File: config.mk
export PLATFORM = sky130hd
export DESIGN_NAME = sbbct_front
export DESIGN_NICKNAME = d
export VERILOG_FILES = /design/src/rtl/sbbct_pkg.sv /design/src/rtl/sbbct_front.sv
export SDC_FILE = /design/constraint.sdc
export NUM_CORES = 1
export LEC_CHECK = 0
export ABC_CLOCK_PERIOD_IN_PS = 8350
export CAP_MARGIN = 30
export CELL_PAD_IN_SITES_DETAIL_PLACEMENT = 1
export CELL_PAD_IN_SITES_GLOBAL_PLACEMENT = 2
export CORE_MARGIN = 1.5
export CORE_UTILIZATION = 45
export DETAILED_ROUTE_END_ITERATION = 7
export DONT_BUFFER_PORTS = 1
export GPL_ROUTABILITY_DRIVEN = 0
export PLACE_DENSITY_LB_ADDON = 0.1
export SLEW_MARGIN = 10
export SYNTH_ARGS = -nofsm -noshare
export SYNTH_HDL_FRONTEND = slang
export SYNTH_SLANG_ARGS = --single-unit
export TNS_END_PERCENT = 5
File: constraint.sdc
create_clock -name i_clk -period 8.35 [get_ports i_clk]
set_clock_uncertainty 0.05 [all_clocks]
set_input_delay 2.0875 -clock i_clk [delete_from_list [all_inputs] [get_ports i_clk]]
set_output_delay 2.0875 -clock i_clk [all_outputs]
set_load 0.05 [all_outputs]
File: src/rtl/sbbct_pkg.sv
// Shared types and constants for the swept box brush clip trace block.
`default_nettype none

package sbbct_pkg;

    localparam int CW         = 32;
    localparam int FRAC_BITS  = 16;
    localparam int QB         = FRAC_BITS + 8;
    localparam int FW         = QB + 1;
    localparam int DW         = 56;
    localparam int NRM_FRAC   = 14;
    localparam int MAX_PLANES = 128;
    localparam int PLANE_W    = $clog2(MAX_PLANES);
    localparam int BRUSH_W    = 16;
    localparam int QAW        = 2;
    localparam int QDEPTH     = 1 << QAW;
    localparam int QCW        = $clog2(QB);

    localparam logic signed [DW-1:0] DIST_EPS  = DW'(2048);
    localparam logic signed [FW-1:0] FRAC_ONE  = FW'(64'd1 << FRAC_BITS);
    localparam logic signed [FW-1:0] FRAC_MAX  = {1'b0, {QB{1'b1}}};
    localparam logic signed [FW-1:0] FRAC_MIN  = {1'b1, {QB{1'b0}}};
    localparam logic [FRAC_BITS:0]   OUT_ONE   = {1'b1, {FRAC_BITS{1'b0}}};
    localparam logic [2:0]           MUL_LAST  = 3'd6;

    typedef enum logic [1:0] {
        KIND_BEGIN = 2'd0,
        KIND_PLANE = 2'd1,
        KIND_END   = 2'd2
    } t_kind;

    typedef struct packed {
        t_kind                 kind;
        logic signed [CW-1:0]  vx;
        logic signed [CW-1:0]  vy;
        logic signed [CW-1:0]  vz;
        logic signed [CW-1:0]  ex;
        logic signed [CW-1:0]  ey;
        logic signed [CW-1:0]  ez;
        logic signed [CW-1:0]  pdist;
        logic                  real_side;
        logic [BRUSH_W-1:0]    brush;
        logic                  last;
    } t_item;

    typedef struct packed {
        logic outside;
        logic miss;
    } t_flags;

    typedef enum logic [2:0] {
        ST_IDLE,
        ST_MUL,
        ST_EVAL,
        ST_DIV,
        ST_FIN
    } t_state;

endpackage

`default_nettype wire

File: src/rtl/sbbct_front.sv
// Front end: accepts transactions, drops unused kinds and queues the rest.
`default_nettype none

module sbbct_front import sbbct_pkg::*; (
    input  wire logic                  i_clk,
    input  wire logic                  i_rst_n,
    input  wire logic                  i_push,
    output logic                       o_full,
    input  wire logic [1:0]            i_kind,
    input  wire logic signed [CW-1:0]  i_vec_x,
    input  wire logic signed [CW-1:0]  i_vec_y,
    input  wire logic signed [CW-1:0]  i_vec_z,
    input  wire logic signed [CW-1:0]  i_end_x,
    input  wire logic signed [CW-1:0]  i_end_y,
    input  wire logic signed [CW-1:0]  i_end_z,
    input  wire logic signed [CW-1:0]  i_plane_dist,
    input  wire logic                  i_real_side,
    input  wire logic [BRUSH_W-1:0]    i_brush_index,
    input  wire logic                  i_last_plane,
    output t_item                      o_head,
    output logic                       o_head_valid,
    input  wire logic                  i_head_pop
);

    t_item            r_mem [QDEPTH];
    logic [QAW-1:0]   r_wr;
    logic [QAW-1:0]   r_rd;
    logic [QAW:0]     r_cnt;
    logic             accept;
    logic             enq;
    logic             deq;
    t_item            item;

    assign o_full       = (r_cnt == (QAW+1)'(QDEPTH));
    assign o_head_valid = (r_cnt != '0);
    assign o_head       = r_mem[r_rd];
    assign accept       = i_push && !o_full;
    // Kind three carries no command and is consumed here.
    assign enq = accept && ((i_kind == KIND_BEGIN) || (i_kind == KIND_PLANE) ||
                            (i_kind == KIND_END));
    assign deq = i_head_pop && o_head_valid;

    always_comb begin
        item.kind      = t_kind'(i_kind);
        item.vx        = i_vec_x;
        item.vy        = i_vec_y;
        item.vz        = i_vec_z;
        item.ex        = i_end_x;
        item.ey        = i_end_y;
        item.ez        = i_end_z;
        item.pdist     = i_plane_dist;
        item.real_side = i_real_side;
        item.brush     = i_brush_index;
        item.last      = i_last_plane;
    end

    always_ff @(posedge i_clk) begin
        if (enq) begin
            r_mem[r_wr] <= item;
        end
    end

    always_ff @(posedge i_clk) begin
        if (!i_rst_n) begin
            r_wr  <= '0;
            r_rd  <= '0;
            r_cnt <= '0;
        end else begin
            if (enq) begin
                r_wr <= r_wr + 1'b1;
            end
            if (deq) begin
                r_rd <= r_rd + 1'b1;
            end
            if (enq && !deq) begin
                r_cnt <= r_cnt + 1'b1;
            end else if (deq && !enq) begin
                r_cnt <= r_cnt - 1'b1;
            end
        end
    end

endmodule

`default_nettype wire

=== After elaboration in Yosys (flattened, before gate mapping) ===
Memory sizes are Yosys's and may differ from the RTL's. A register that Yosys moved wholly into a read port is not among the register bits.
Cells that the tools add are included.

* Memories: 1
* Latch bits: 0
* Bits in writable memories: 976
* Output and inout bits: 246
* Memory bits (read-only): 0
* Input port bits: 248
* Flip-flop bits (word level): 7

* Add/subtract/negate cells: 4
* Reductions and logical operators: 13
* Bitwise logic cells: 0
* Multiply operators: 0
* Equality and inequality tests: 3
* Div/mod/pow operators: 0
* $lt $le $gt $ge: 0
* Shift operators: 0
* Muxes and demuxes: 6

{| class="wikitable"
|+ Memories
! name !! words !! bits a word !! read ports !! clocked after memory_dff !! wr ports !! RTL line !! text
|-
| r_mem || 4 || 244 || 1 || 1 || 1 || sbbct_front.sv:25 || <nowiki>t_item r_mem [QDEPTH];</nowiki>
|}

{| class="wikitable"
|+ Operators by type and width
! kind !! number
|-
| 3-bit two-way mux || 2
|-
| 1-bit logical AND || 5
|-
| 2-bit by 1-bit adder with 2-bit output, second input constant || 2
|-
| 2-bit two-way mux || 2
|-
| 3-bit by 1-bit adder with 3-bit output, second input constant || 1
|-
| 3-bit == test, second input constant || 1
|-
| 1-bit logical NOT || 3
|-
| 3-bit nonzero test || 1
|-
| 3-bit by 1-bit subtractor with 3-bit output, second input constant || 1
|-
| 2-bit by 1-bit == test with 1-bit output, second input constant || 1
|-
| 2-bit == test, second input constant || 1
|-
| 2-bit logical NOT || 1
|-
| 1-bit logical OR || 2
|-
| 1-bit two-way mux || 2
|-
| 2-bit nonzero test || 1
|}

=== Depth between registers and ports, before layout ===
Gate-level depths: netlist (run 1).

* Depth after elaboration: 8
* Depth in mapped cells: 8

=== Worst setup path before layout (run 1) ===
Ideal clock, no wire load.

* Path type: input to register
* Start: in i_kind[0]
* End: mem r_mem[2][0] (netlist name) (enable)
* Cell stages on the path: 2
* Arrival: 8.086 ns
* Path slack: -0.421 ns
* Library setup time: 0.636 ns
* Buffers on the path: 0
* Cell sequence: a211oi_2 and2_1

* Word-level cells in the longest chain between the ends: 6
* Elaborated cells on any way between the ends: 8
* Those cells by class: 2 x eq/ne; 2 x mux; 4 x reduce/logical

{| class="wikitable"
|+ Ends and longest elaborated chain
! element !! RTL line !! text
|-
| from (decl) || sbbct_front.sv:9 || <nowiki>input wire logic [1:0] i_kind,</nowiki>
|-
| 2-bit by 1-bit == test with 1-bit output / 2-bit logical NOT (equally long branches) || sbbct_front.sv:39 || <nowiki>assign enq = accept && ((i_kind == KIND_BEGIN) || (i_kind == KIND_PLANE) ||</nowiki>
|-
| 1-bit logical OR || sbbct_front.sv:39 ||
|-
| 1-bit logical OR * || sbbct_front.sv:39 ||
|-
| 1-bit logical AND * || sbbct_front.sv:39 ||
|-
| 1-bit two-way mux * || sbbct_front.sv:58 || <nowiki>if (enq) begin</nowiki>
|-
| 1-bit two-way mux (not written as such) * || sbbct_front.sv:59 || <nowiki>r_mem[r_wr] <= item;</nowiki>
|-
| to (decl) || sbbct_front.sv:25 ||
|}

Mark *: on every way between the ends. The rest lies on a longest branch, timed or not.

==> results of run 1 <==
[critical path, stage by stage (launching register included)]
cell and delay [ps]:
dfxtp_4 870, buf_12 620, mux4_2 790
[logic make-up after synthesis]
kind of cell / after synthesis / synth area share
AND/OR/NAND/NOR: 16 / 0.002561
adder cells (fa/ha/maj): 6 / 0.002316
flip-flops: 985 / 0.8269
XOR/XNOR: 4 / 0.0009826
multiplexers: 247 / 0.1549
AO/OA/AOI/OAI: 5 / 0.001158
buffers and inverters: 59 / 0.01112
[routing by layer]
metal / track usage / vias to the layer above
met5: 0 / -
met4: 0.04960 / 0
met3: 0.08419 / 86
met2: 0.3021 / 433
met1: 0.2124 / 7601
li1: - / 5895
[stage by stage]
step	utilization	cell area [um2]	setup WS, ps
after global routing	0.5101	40160	2693
after CTS	0.5101	40160	2817
final	0.5101	40160	2978
after detailed placement	0.4682	36870	3525
after global placement	0.4682	36870	3514
after floorplan	-	35660	-420.8
[path summary, 6_finish.rpt]
check | to | slack [ps] | from | depth (start not counted)
setup / recovery | o_head[170] | 2980 | flop | 2
hold / removal | r_wr[0]$_SDFFE_PN0P_ | 450 | r_wr[0]$_SDFFE_PN0P_ | 2
setup reg to reg | r_mem[0][41]$_DFFE_PP_ | 5010 | r_cnt[0]$_SDFFE_PN0P_ | 4
hold reg to reg | r_wr[0]$_SDFFE_PN0P_ | 450 | r_wr[0]$_SDFFE_PN0P_ | 2
[state kept, by name, summed over array words and instances (netlist names), named ones only]
name / count
r_rd: 2
r_mem: 976
r_cnt: 3
r_wr: 2
[report_power, final]
part           switching [mW]  internal, mW  leakage (nW)
logic                    2.79         0.906          1.55
clock network            1.80          2.62          1.60
registers               0.148          5.84          8.98
[synthesized netlist by cell type (all sizes together)]
cell	number	area (um2)
edfxtp	976	29310
mux4	244	5495
buf	45	344.1
clkbuf	10	37.54
dfxtp	9	180.2
and2	8	50.05
ha	5	62.56
inv	4	15.01
nand2	4	15.01
mux2i	3	30.03
xnor2	3	26.28
or3	2	12.51
a211oi	1	12.51
a21boi	1	7.510
fa	1	20.02
nor2b	1	6.260
nor3b	1	7.510
o21ai	1	5.000
o311ai	1	8.760
o31ai	1	7.510
xor2	1	8.760
[area by class of cell]
class / instances / area [um2] / share of cell area
multi-input combinational: 278 / 5791 / 0.1442
timing repair buffer: 19 / 255.2 / 0.006355
clock inverter: 62 / 649.4 / 0.01617
sequential: 985 / 29500 / 0.7344
clock buffer: 126 / 2643 / 0.06580
tap: 1050 / 1314 / 0.03271
inverter: 4 / 15.01 / 0.0003738
==> results.md, run 1 <==
- In the final layout, the share of cells above drive strength 1 is 0.2768.
- For this run, the number of standard cells in the final layout without fillers is around 2,500.
- The clock transition at the registers of the reported paths is ~50 ps.
- The worst hold-check slack is roughly 450 ps.
- The clock passes through at most 3 buffers.
- The amount of wire on met2 after detailed routing is ~38 mm.
- The synthesized netlist occupies a cell area of between 30,000 and 40,000 um2.
- The amount of wire on met3 after detailed routing is roughly 7.5 mm.
- The tree is rooted in a clkbuf_16.
- In the global route stage, overall resource usage came out at 0.1817.
- Summed over all cells, the static leakage comes to 12.13 nW.
- The count of nets left with antenna violations after detail routing is 0.
- The final HPWL from detailed placement is between 40 and 50 mm.
- After layout, the design draws a total of 14.09 mW.
- Gates resized during post-CTS repair numbered 0.
- The part of the Yosys area used for sequential elements is 0.8269.
- At the worst endpoint, the required time is 6210 ps.
- From left edge to right edge, the die measures 284.5 um.
- The number of antenna violations at the first check in global routing is 0.
- For this configuration, the core starts out at a cell density of 0.4529.
- The type of destination of the critical path is an output pin.
- Setup repair after global routing left no endpoint under its margin.
- During placement, the flow inserted port buffers numbering 0.
- The worst setup path is of the flop to output pin kind.
- The final net count is around 1,600.
- TritonCTS built the clock tree.
- The number of endpoints with negative hold slack in the final report was 0.
- In the final routed layout, each cell accounts on average for approximately 29 um.
- The tool flagged a number of max-cap violations equal to 0.
- The run finished with clean final reports.
- The library cell used most frequently in the layout, excluding fill and tap cells, is edfxtp_1.
- After filler insertion, the fill cell instance count of the layout stands at roughly 6,600.
- The DRC marker count from the first detailed-route iteration is slightly below 800.
- The final global-route overflow total is 0.
- The largest fanout of any net on the critical path is 106.
- The kind of start point of the critical path is a flop.
- The class of the worst hold path is flop to flop.
- Power spread over the standard cell area amounts to 350.9 nW/um2.
- In the layout the commonest cells are 976 x edfxtp_1, 244 x mux4_2, 102 x clkbuf_16.
- Averaged over all synthesized cells, the footprint is about 27 um2.
- The number of hold-repair buffers added at the cts stage is 0.
- The final layout contains routed wiring with a total length of 73.25 mm.
- The largest vdd supply drop is roughly 0.32 mV.
- The number of vias per cell after detailed routing is 5.553.
- In the finished design, the share of the clock period the worst path needs comes to 0.6434.
- The I/O pin count is around 490.
- The total clock buffers created by CTS is 101.
- The relative area change from synthesis to final layout is 12.62%.
- The via count of the routed design is about 14,000.
- The pin slew with the least headroom to its limit is around 1000 ps.
- Post-CTS timing repair inserted 0 buffers for setup.
- For this block, wires on met1 add up to about 26 mm.
- The count of distinct cell types in the synthesized netlist is 22.
- The cell count after placement is around 2,300.
- Measured against its own limit, the worst slew margin works out to 0.3248.
- The number of diodes added for antenna fixing is 0.
- The final number of max-transition violations is 0.
- The floorplan row count is slightly above 100.
- The largest net degree at the start of global routing is about 120.
- The number of global-route vias before repair is approximately 15,000.
- The H-tree was split into 3 levels.
- The floorplan step set the die height to between 200 and 300 um.
- Synthesis handed over a netlist of around 1,300 instances.
- The top metal layer carrying routed signals is met4.
- The number of nets handed over by synthesis was 1,576.
- The die outline area is between 80,000 and 90,000 um2.
- The worst path in the final design needs a cycle of around 5400 ps, including I/O delays and setup.
- Counting every sink on the clock net gives 985.
- The first-pass iteration count of the detailed router is 4.
- The synthesis warning total is 0.
- The number of register bits inferred by synthesis is roughly 990.
- The area of the placeable core is 78,740 um2.
- In the final timing run, aggregate negative setup slack is 0 ps.
- Data arrives at the worst endpoint at 3230 ps.
- For this run, design rule violations remaining after detail routing come to 0.
- The insertion delay of the later-clocked pin in the worst-skew pair is approximately 640 ps.
- Setup violations remaining at the end of the flow were counted as 0.
- The first-pass GRT wire length is 106.5 mm.
- For this run, the top clock speed supported by timing is about 0.19 GHz.
Power figures use the tool's default switching activity.
==> run 2: changes to the inputs <==
ABC_AREA = 1   (was unset)
ABC_CLOCK_PERIOD_IN_PS = 5500   (was 8350)
clock period = 5.5 ns   (was 8.35 ns; I/O delays follow)
==> run 2 against run 1 <==
Clock-buffer cell count fell by 1. Non-clock buffer count rose by 272. Critical path depth rose by 3.
==> results.md, run 2 <==
- The number of enable-type register cells in the synthesized netlist was 976 (unchanged).
- The post-synth design cell area came to 36,450 um2 (+2.2%).
- The first-pass iteration count of the detailed router is 5 (+1).
- The area growth from synthesis to layout is 17.35%.
- Setup repair after global routing left no endpoint under its margin.
- The count of buffers added by post-CTS timing repair for setup was 0 (unchanged).
- The count of distinct cell types in the synthesized netlist is 20 (-9.1%).
- The net count after synthesis was 2,684 (+70%).
- The total routing usage reported by global routing came to 0.2229 (+0.04122).
- The number of inserted filler cells in the final layout is 7,656 (+16%).
- The via count of the routed design is 21,329 (+52%).
- The class of the worst hold path is flop to flop.
- The number of diodes added for antenna fixing is 0 (unchanged).
- The overall power is 23.31 mW (+65%).
- The worst-case headroom to the max-slew limit is 0.2084 (-0.1163).
- The number of sinks handled by clock tree synthesis came to 985 (unchanged).
- The minimum period implied by the final worst setup slack is between 4000 and 5000 ps.
- The largest net degree at the start of global routing came to 193 (+60%).
- TritonCTS built the clock tree.
- The synthesis warning total is 0 (unchanged).
- The share of the clock period used by the worst path is 0.8288.
- The number of global-route vias before repair is 22,331 (+46%).
- The worst hold-check slack is 476.6 ps (+26.35 ps).
- The clock transition at the registers of the reported paths is 60 ps (about the same).
- The average instance area after synthesis is 15.00 um2 (-44%).
- The number of buffers added on ports is 0 (unchanged).
- The multi-input gate area in the final layout came to 6102 um2 (+5.4%).
- The worst setup path is launched from a flop.
- The die outline area is 82,730 um2 (+2.2%).
- The commonest cells after synthesis are 976 x edfxtp_1, 502 x nor2_1, 382 x o21ai_0, 244 x o22ai_1, 110 x clkbuf_1.
- The fraction of post-synthesis cell area in the top cell type by area came to 0.8040 (-0.01791).
- The initial standard-cell utilization of the core is 0.4533 (about the same).
- The total clock buffers created by CTS is 103 (+2.0%).
- The deepest clock path buffer count was 3 (unchanged).
- The number of endpoints with negative hold slack in the final report is 0 (unchanged).
- The total DRC errors in the routed layout came to 0 (unchanged).
- The end of the worst register-to-register path is r_cnt[1]$_SDFFE_PN0P_.
- The wire length reported by the detailed router came to 94.28 mm (+29%).
- The number of antenna violations at the first check in global routing is 1 (+1).
- The I/O pin count is 494 (unchanged).
- The critical path data arrival time is 3130 ps (-100 ps).
- The async set-or-reset flop fraction in the synthesized netlist is 0 (unchanged).
- In the layout the commonest cells are 976 x edfxtp_1, 498 x nor2_1, 382 x o21ai_0.
- The worst setup slack for register-to-register paths is 2920 ps (-2090 ps).
- The worst min-delay path startpoint is r_rd[0]$_SDFFE_PN0P_.
- The register area is 29,500 um2 (unchanged).
- The run finished with clean final reports.
- The data required time at the worst endpoint is 4070 ps (-2140 ps).
- The category of the critical setup timing path is flop to output pin.
- The largest registers in the layout are r_mem (976), r_cnt (3).
- The static power due to leakage is 14.27 nW (+18%).
- The final global-route overflow total is 0 (unchanged).
- The pin slew with the least headroom to its limit came to 1187 ps (+174.5 ps).
- The pre-CTS setup slack is 1718 ps (-1807 ps).
- The largest fanout of any net on the critical path is 127 (+20%).
- The worst hold path endpoint is r_rd[0]$_SDFFE_PN0P_.
- The power per unit of standard cell area is 544.9 nW/um2 (+55%).
- The DRC marker count from the first detailed-route iteration came to 1,125 (+43%).
- The part of the Yosys area used for sequential elements is 0.8089 (-0.01802).
- The number of vias per cell after detailed routing came to 5.598 (+0.82%).
- The final HPWL from detailed placement was 55.65 mm (+25%).
- The final setup violation count was 0 (unchanged).
- The first-pass GRT wire length came to 138.4 mm (+30%).
- The number of hold-repair buffers added at the cts stage is 0 (unchanged).
- Yosys instantiated no cell more often than edfxtp_1.
- The area of the placeable core is 80,420 um2 (+2.1%).
- The count of nets left with antenna violations after detail routing came to 0 (unchanged).
- The number of levels in the clock H-tree is 3 (unchanged).
- The post-cts gate resize count is 0 (unchanged).
- The critical register-to-register path startpoint is r_cnt[0]$_SDFFE_PN0P_.
- The fmax is between 0.2 and 0.25 GHz.
- The die boundary height is 287.6 um (+1.1%).
- The average wire per cell in the routed design is 24.75 um (-15%).
- The total cell area at the placement stage is 39,490 um2 (+7.1%).
- The final number of max-transition violations is 0 (unchanged).
- By area the synthesized netlist is led by edfxtp_1 80%, o21ai_0 5.2%, nor2_1 5.2%.
- The fraction of layout instances using a drive strength above 1 is 0.1647 (-0.1121).
- The largest vdd supply drop was 0.3033 mV (-4.2%).
- edfxtp_1 takes more of the synthesized area than any other cell.
- The final design instance area without fill is 42,780 um2 (+6.5%).
- CTS placed an instance of clkbuf_16 at the clock tree root.
- STA classifies the critical path endpoint as an output pin.
- The most common cell after layout, fill and taps aside is edfxtp_1.
- The floorplan row count is 104 (+0.97%).
- The final critical-path setup slack was 941.4 ps (-2036 ps).
- The overall die width is 287.6 um (+1.1%).
- The number of register bits inferred by synthesis is 985 (unchanged).
- The register with the most flip-flops is r_mem.
- The number of cells on the worst hold path is 2 (unchanged).
- The depth of the most critical reg-to-reg path was 8 (+4).
- The main flop type after synthesis is edfxtp_1.
- The insertion delay of the later-clocked pin in the worst-skew pair is 650 ps (about the same).
- The total of max-cap violations is 0 (unchanged).
- The gate count of the mapped netlist is 2,430 (+84%).
- The flip-flop count of the largest register after layout is 976 (unchanged).
- The final net count was 2,919 (+78%).
[run 2: kinds of logic after synthesis]
logic type      Yosys count  synth area share
xor+xnor                  1         0.0002403
flops                   985            0.8089
simple gates            522           0.05399
fa+ha+maj                 6          0.002265
compound gates          737            0.1096
buf+inv                 179           0.02506
[run 2: power breakdown]
| part | switching [mW] | internal (mW) |
|---|---|---|
| Clock | 2.83 | 3.88 |
| Combinational | 5.68 | 1.83 |
| Sequential | 0.188 | 8.90 |
[run 2: layer usage]
layer / up-vias / wire length (um) / global-route usage
li1: 9688 / - / -
met1: 10980 / 35610 / 0.2581
met2: 518 / 47480 / 0.3816
met3: 143 / 8424 / 0.08415
met4: 0 / 2768 / 0.07092
met5: - / 0 / 0
[run 2: how the worst max path moves through the flow]
stage | from | to | slack [ps]
2_1_floorplan | i_kind[0] | r_mem[0][0]$_DFFE_PP_ | -280
3_3_place_gp | flop | o_head[193] | 1770
3_5_place_dp | flop | o_head[153] | 1720
4_1_cts | flop | o_head[19] | 1000
5_1_grt | flop | o_head[153] | 820
6_report | flop | o_head[153] | 940
[run 2: through the flow]
stage / util / TNS (ps) / cells
after global placement: 0.4892 / 0 / 3601
after global routing: 0.5320 / 0 / 3810
final: 0.5320 / 0 / 3810
after CTS: 0.5317 / 0 / 3809
after detailed placement: 0.4910 / 0 / 3619
after floorplan: - / -259590 / 2430
[run 2: cell type report]
cell class | count | area share
clock buffers | 125 | 0.06317
clock inverters | 65 | 0.01337
inverters | 18 | 0.001989
multi-input cells | 1266 | 0.1426
flip-flops and latches | 985 | 0.6895
well taps | 1060 | 0.03100
repair buffers | 291 | 0.05838
[run 2: worst max-delay path, stage by stage (launching register included)]
cell and delay [ps]:
dfxtp_4 790, inv_8 360, buf_12 290, o21ai_0 380
o22ai_1 140, buf_4 210
==> run 3: changes to the inputs <==
ABC_AREA = 0   (was 1)
ABC_CLOCK_PERIOD_IN_PS = 4100   (was 5500)
clock period = 4.1 ns   (was 5.5 ns; I/O delays follow)
==> run 3 against run 2 <==
Total power rose by 27%. Clock power grew 45%. Sequential power increased by 33%. Largest cell class unchanged. Highest routed layer unchanged.
==> results.md, run 3 (synthesized netlist as in run 1, its figures left out) <==
- The flow ran to the end, and the final reports show no timing, DRC or antenna violations.
- The worst hold-check slack is 392.6 ps (-83.94 ps).
- TritonCTS built the clock tree.
- The fraction of layout instances using a drive strength above 1 came to 0.3083 (+0.1436).
- The first-pass iteration count of the detailed router is 4 (-1).
- The number of antenna violations at the first check in global routing is 1 (unchanged).
- The critical path data arrival time was 2560 ps (-570 ps).
- From synthesis to final layout, the design area changed by 14.76%.
- The overall power came to 29.67 mW (+27%).
- The number of diodes added for antenna fixing is 0 (unchanged).
- The floorplan row count was 103 (-0.96%).
- The category of the critical setup timing path is flop to output pin.
- The number of buffers added on ports is 0 (unchanged).
- The first-pass GRT wire length is 112.9 mm (-18%).
- The via count of the routed design is 14,238 (-33%).
- The number of global-route vias before repair is 15,753 (-29%).
- The average wire per cell in the routed design is 30.21 um (+22%).
- The largest net degree at the start of global routing was 80 (-59%).
- The signal on the critical path passes through buf_4 -> mux4_2.
- The total routing usage reported by global routing is 0.1937 (-0.02916).
- The pin slew with the least headroom to its limit came to 971.8 ps (-215.6 ps).
- The pre-CTS setup slack is 961.5 ps (-756.5 ps).
- The power per unit of standard cell area is 724.9 nW/um2 (+33%).
- The largest registers in the layout are r_mem (976), r_cnt (3).
- The number of hold-repair buffers added at the cts stage was 0 (unchanged).
- The area of the placeable core is 78,740 um2 (-2.1%).
- The most common cell after layout, fill and taps aside is edfxtp_1.
- The post-route setup TNS is 0 ps (unchanged).
- The count of nets left with antenna violations after detail routing is 0 (unchanged).
- The number of levels in the clock H-tree came to 3 (unchanged).
- Clock tree synthesis selected as its root buffer the cell clkbuf_16.
- The largest individual stage delay along the critical path comes from the cell dfxtp_4.
- The deepest clock path buffer count is 3 (unchanged).
- The total clock buffers created by CTS is 103 (unchanged).
- The type of destination of the critical path is an output pin.
- The multi-input gate area in the final layout came to 5791 um2 (-5.1%).
- The largest fanout of any net on the critical path is 39 (-69%).
- The register area was 29,500 um2 (unchanged).
- The final global-route overflow total is 0 (unchanged).
- The overall die width was 284.5 um (-1.1%).
- The share of the clock period used by the worst path is 0.8855.
- The DRC marker count from the first detailed-route iteration is 794 (-29%).
- The worst-case headroom to the max-slew limit is 0.3493 (+0.1409).
- Leaving out fill and tap cells, the most frequent cells in the layout are 976 x edfxtp_1, 244 x mux4_2, 103 x clkbuf_16.
- The post-cts gate resize count is 0 (unchanged).
- Derived from the worst setup path, the maximum achievable clock frequency is roughly 0.28 GHz.
- The insertion delay of the later-clocked pin in the worst-skew pair is 650 ps (about the same).
- The number of inserted filler cells in the final layout was 6,571 (-14%).
- The static power due to leakage is 12.53 nW (-12%).
- The total of max-cap violations is 0 (unchanged).
- The flip-flop count of the largest register after layout is 976 (unchanged).
- The worst setup path is launched from a flop.
- The number of sinks handled by clock tree synthesis is 985 (unchanged).
- r_mem holds more flip-flops than any other register.
- The count of buffers added by post-CTS timing repair for setup was 0 (unchanged).
- Counting I/O delays and the setup requirement, the final critical path takes 3631 ps.
- The final number of max-transition violations is 0 (unchanged).
- The die boundary height is 284.5 um (-1.1%).
- The wire length reported by the detailed router is 77.58 mm (-18%).
- The number of vias per cell after detailed routing is 5.544 (-0.96%).
- The data required time at the worst endpoint is 3020 ps (-1050 ps).
- The final net count is 1,683 (-42%).
- The I/O pin count came to 494 (unchanged).
- The largest vdd supply drop came to 0.4340 mV (+43%).
- The clock transition at the registers of the reported paths is 60 ps (about the same).
- Setup repair after global routing left no endpoint under its margin.
- The number of endpoints with negative hold slack in the final report was 0 (unchanged).
- The highest cell delay on the worst timing path is 830 ps (+40 ps).
- The total DRC errors in the routed layout is 0 (unchanged).
- The number of buffers and inverters on the critical path is 1 (-2).
- The die outline area is 80,940 um2 (-2.2%).
- The kind of cell adding the most delay to the critical path is flip-flops.
- The final HPWL from detailed placement is 49.57 mm (-11%).
- The final setup violation count is 0 (unchanged).
- The final critical-path setup slack is 469.3 ps (-472.1 ps).
- The initial standard-cell utilization of the core is 0.4529 (about the same).
- The class of the worst hold path is primary input to flop.
==> run 3: final timing paths <==
kind,startpoint,end,slack [ps],cells past startpoint
max,flop,o_head[104],470,2
min,i_brush_index[15],r_mem[3][16]$_DFFE_PP_,390,0
max reg2reg,r_cnt[0]$_SDFFE_PN0P_,r_mem[3][184]$_DFFE_PP_,1320,4
min reg2reg,r_wr[1]$_SDFFE_PN0P_,r_wr[1]$_SDFFE_PN0P_,460,2
==> run 3: area by class of cell <==
cell class / count / share of cell area
sequential: 985 / 0.7207
multi-input combinational: 278 / 0.1415
inverter: 4 / 0.0003669
tap: 1050 / 0.03210
timing repair buffer: 57 / 0.01718
clock buffer: 119 / 0.06445
clock inverter: 75 / 0.02366
==> run 3: report_power, final <==
part | switching [mW] | internal (mW) | leakage [nW]
Clock | 3.85 | 5.90 | 1.76
Combinational | 5.86 | 1.96 | 1.79
Sequential | 0.217 | 11.9 | 8.98
Total | 9.93 | 19.7 | 12.5
==> run 3: per-stage QoR <==
stage	utilization	instances	cell area, um2
after global routing	0.5197	2568	40920
after global placement	0.4739	2374	37320
after CTS	0.5197	2568	40920
after floorplan	-	1322	35670
after detailed placement	0.4739	2374	37320
final	0.5197	2568	40920
==> run 3: worst reg2reg max path, delay by kind of cell, from the launching register on <==
kind / cells / cell delay (ps)
and+or+nand+nor: 2 / 870
DFF: 1 / 470
buffers and inverters: 1 / 450
AOI/OAI and AO/OA: 1 / 590
==> run 3: layer usage <==
metal,track usage,vias up,part of all wire
met1,0.2278,7739,0.36
met5,0,-,0
li1,-,5983,-
met3,0.08620,116,0.10
met2,0.3248,400,0.51
met4,0.04987,0,0.023
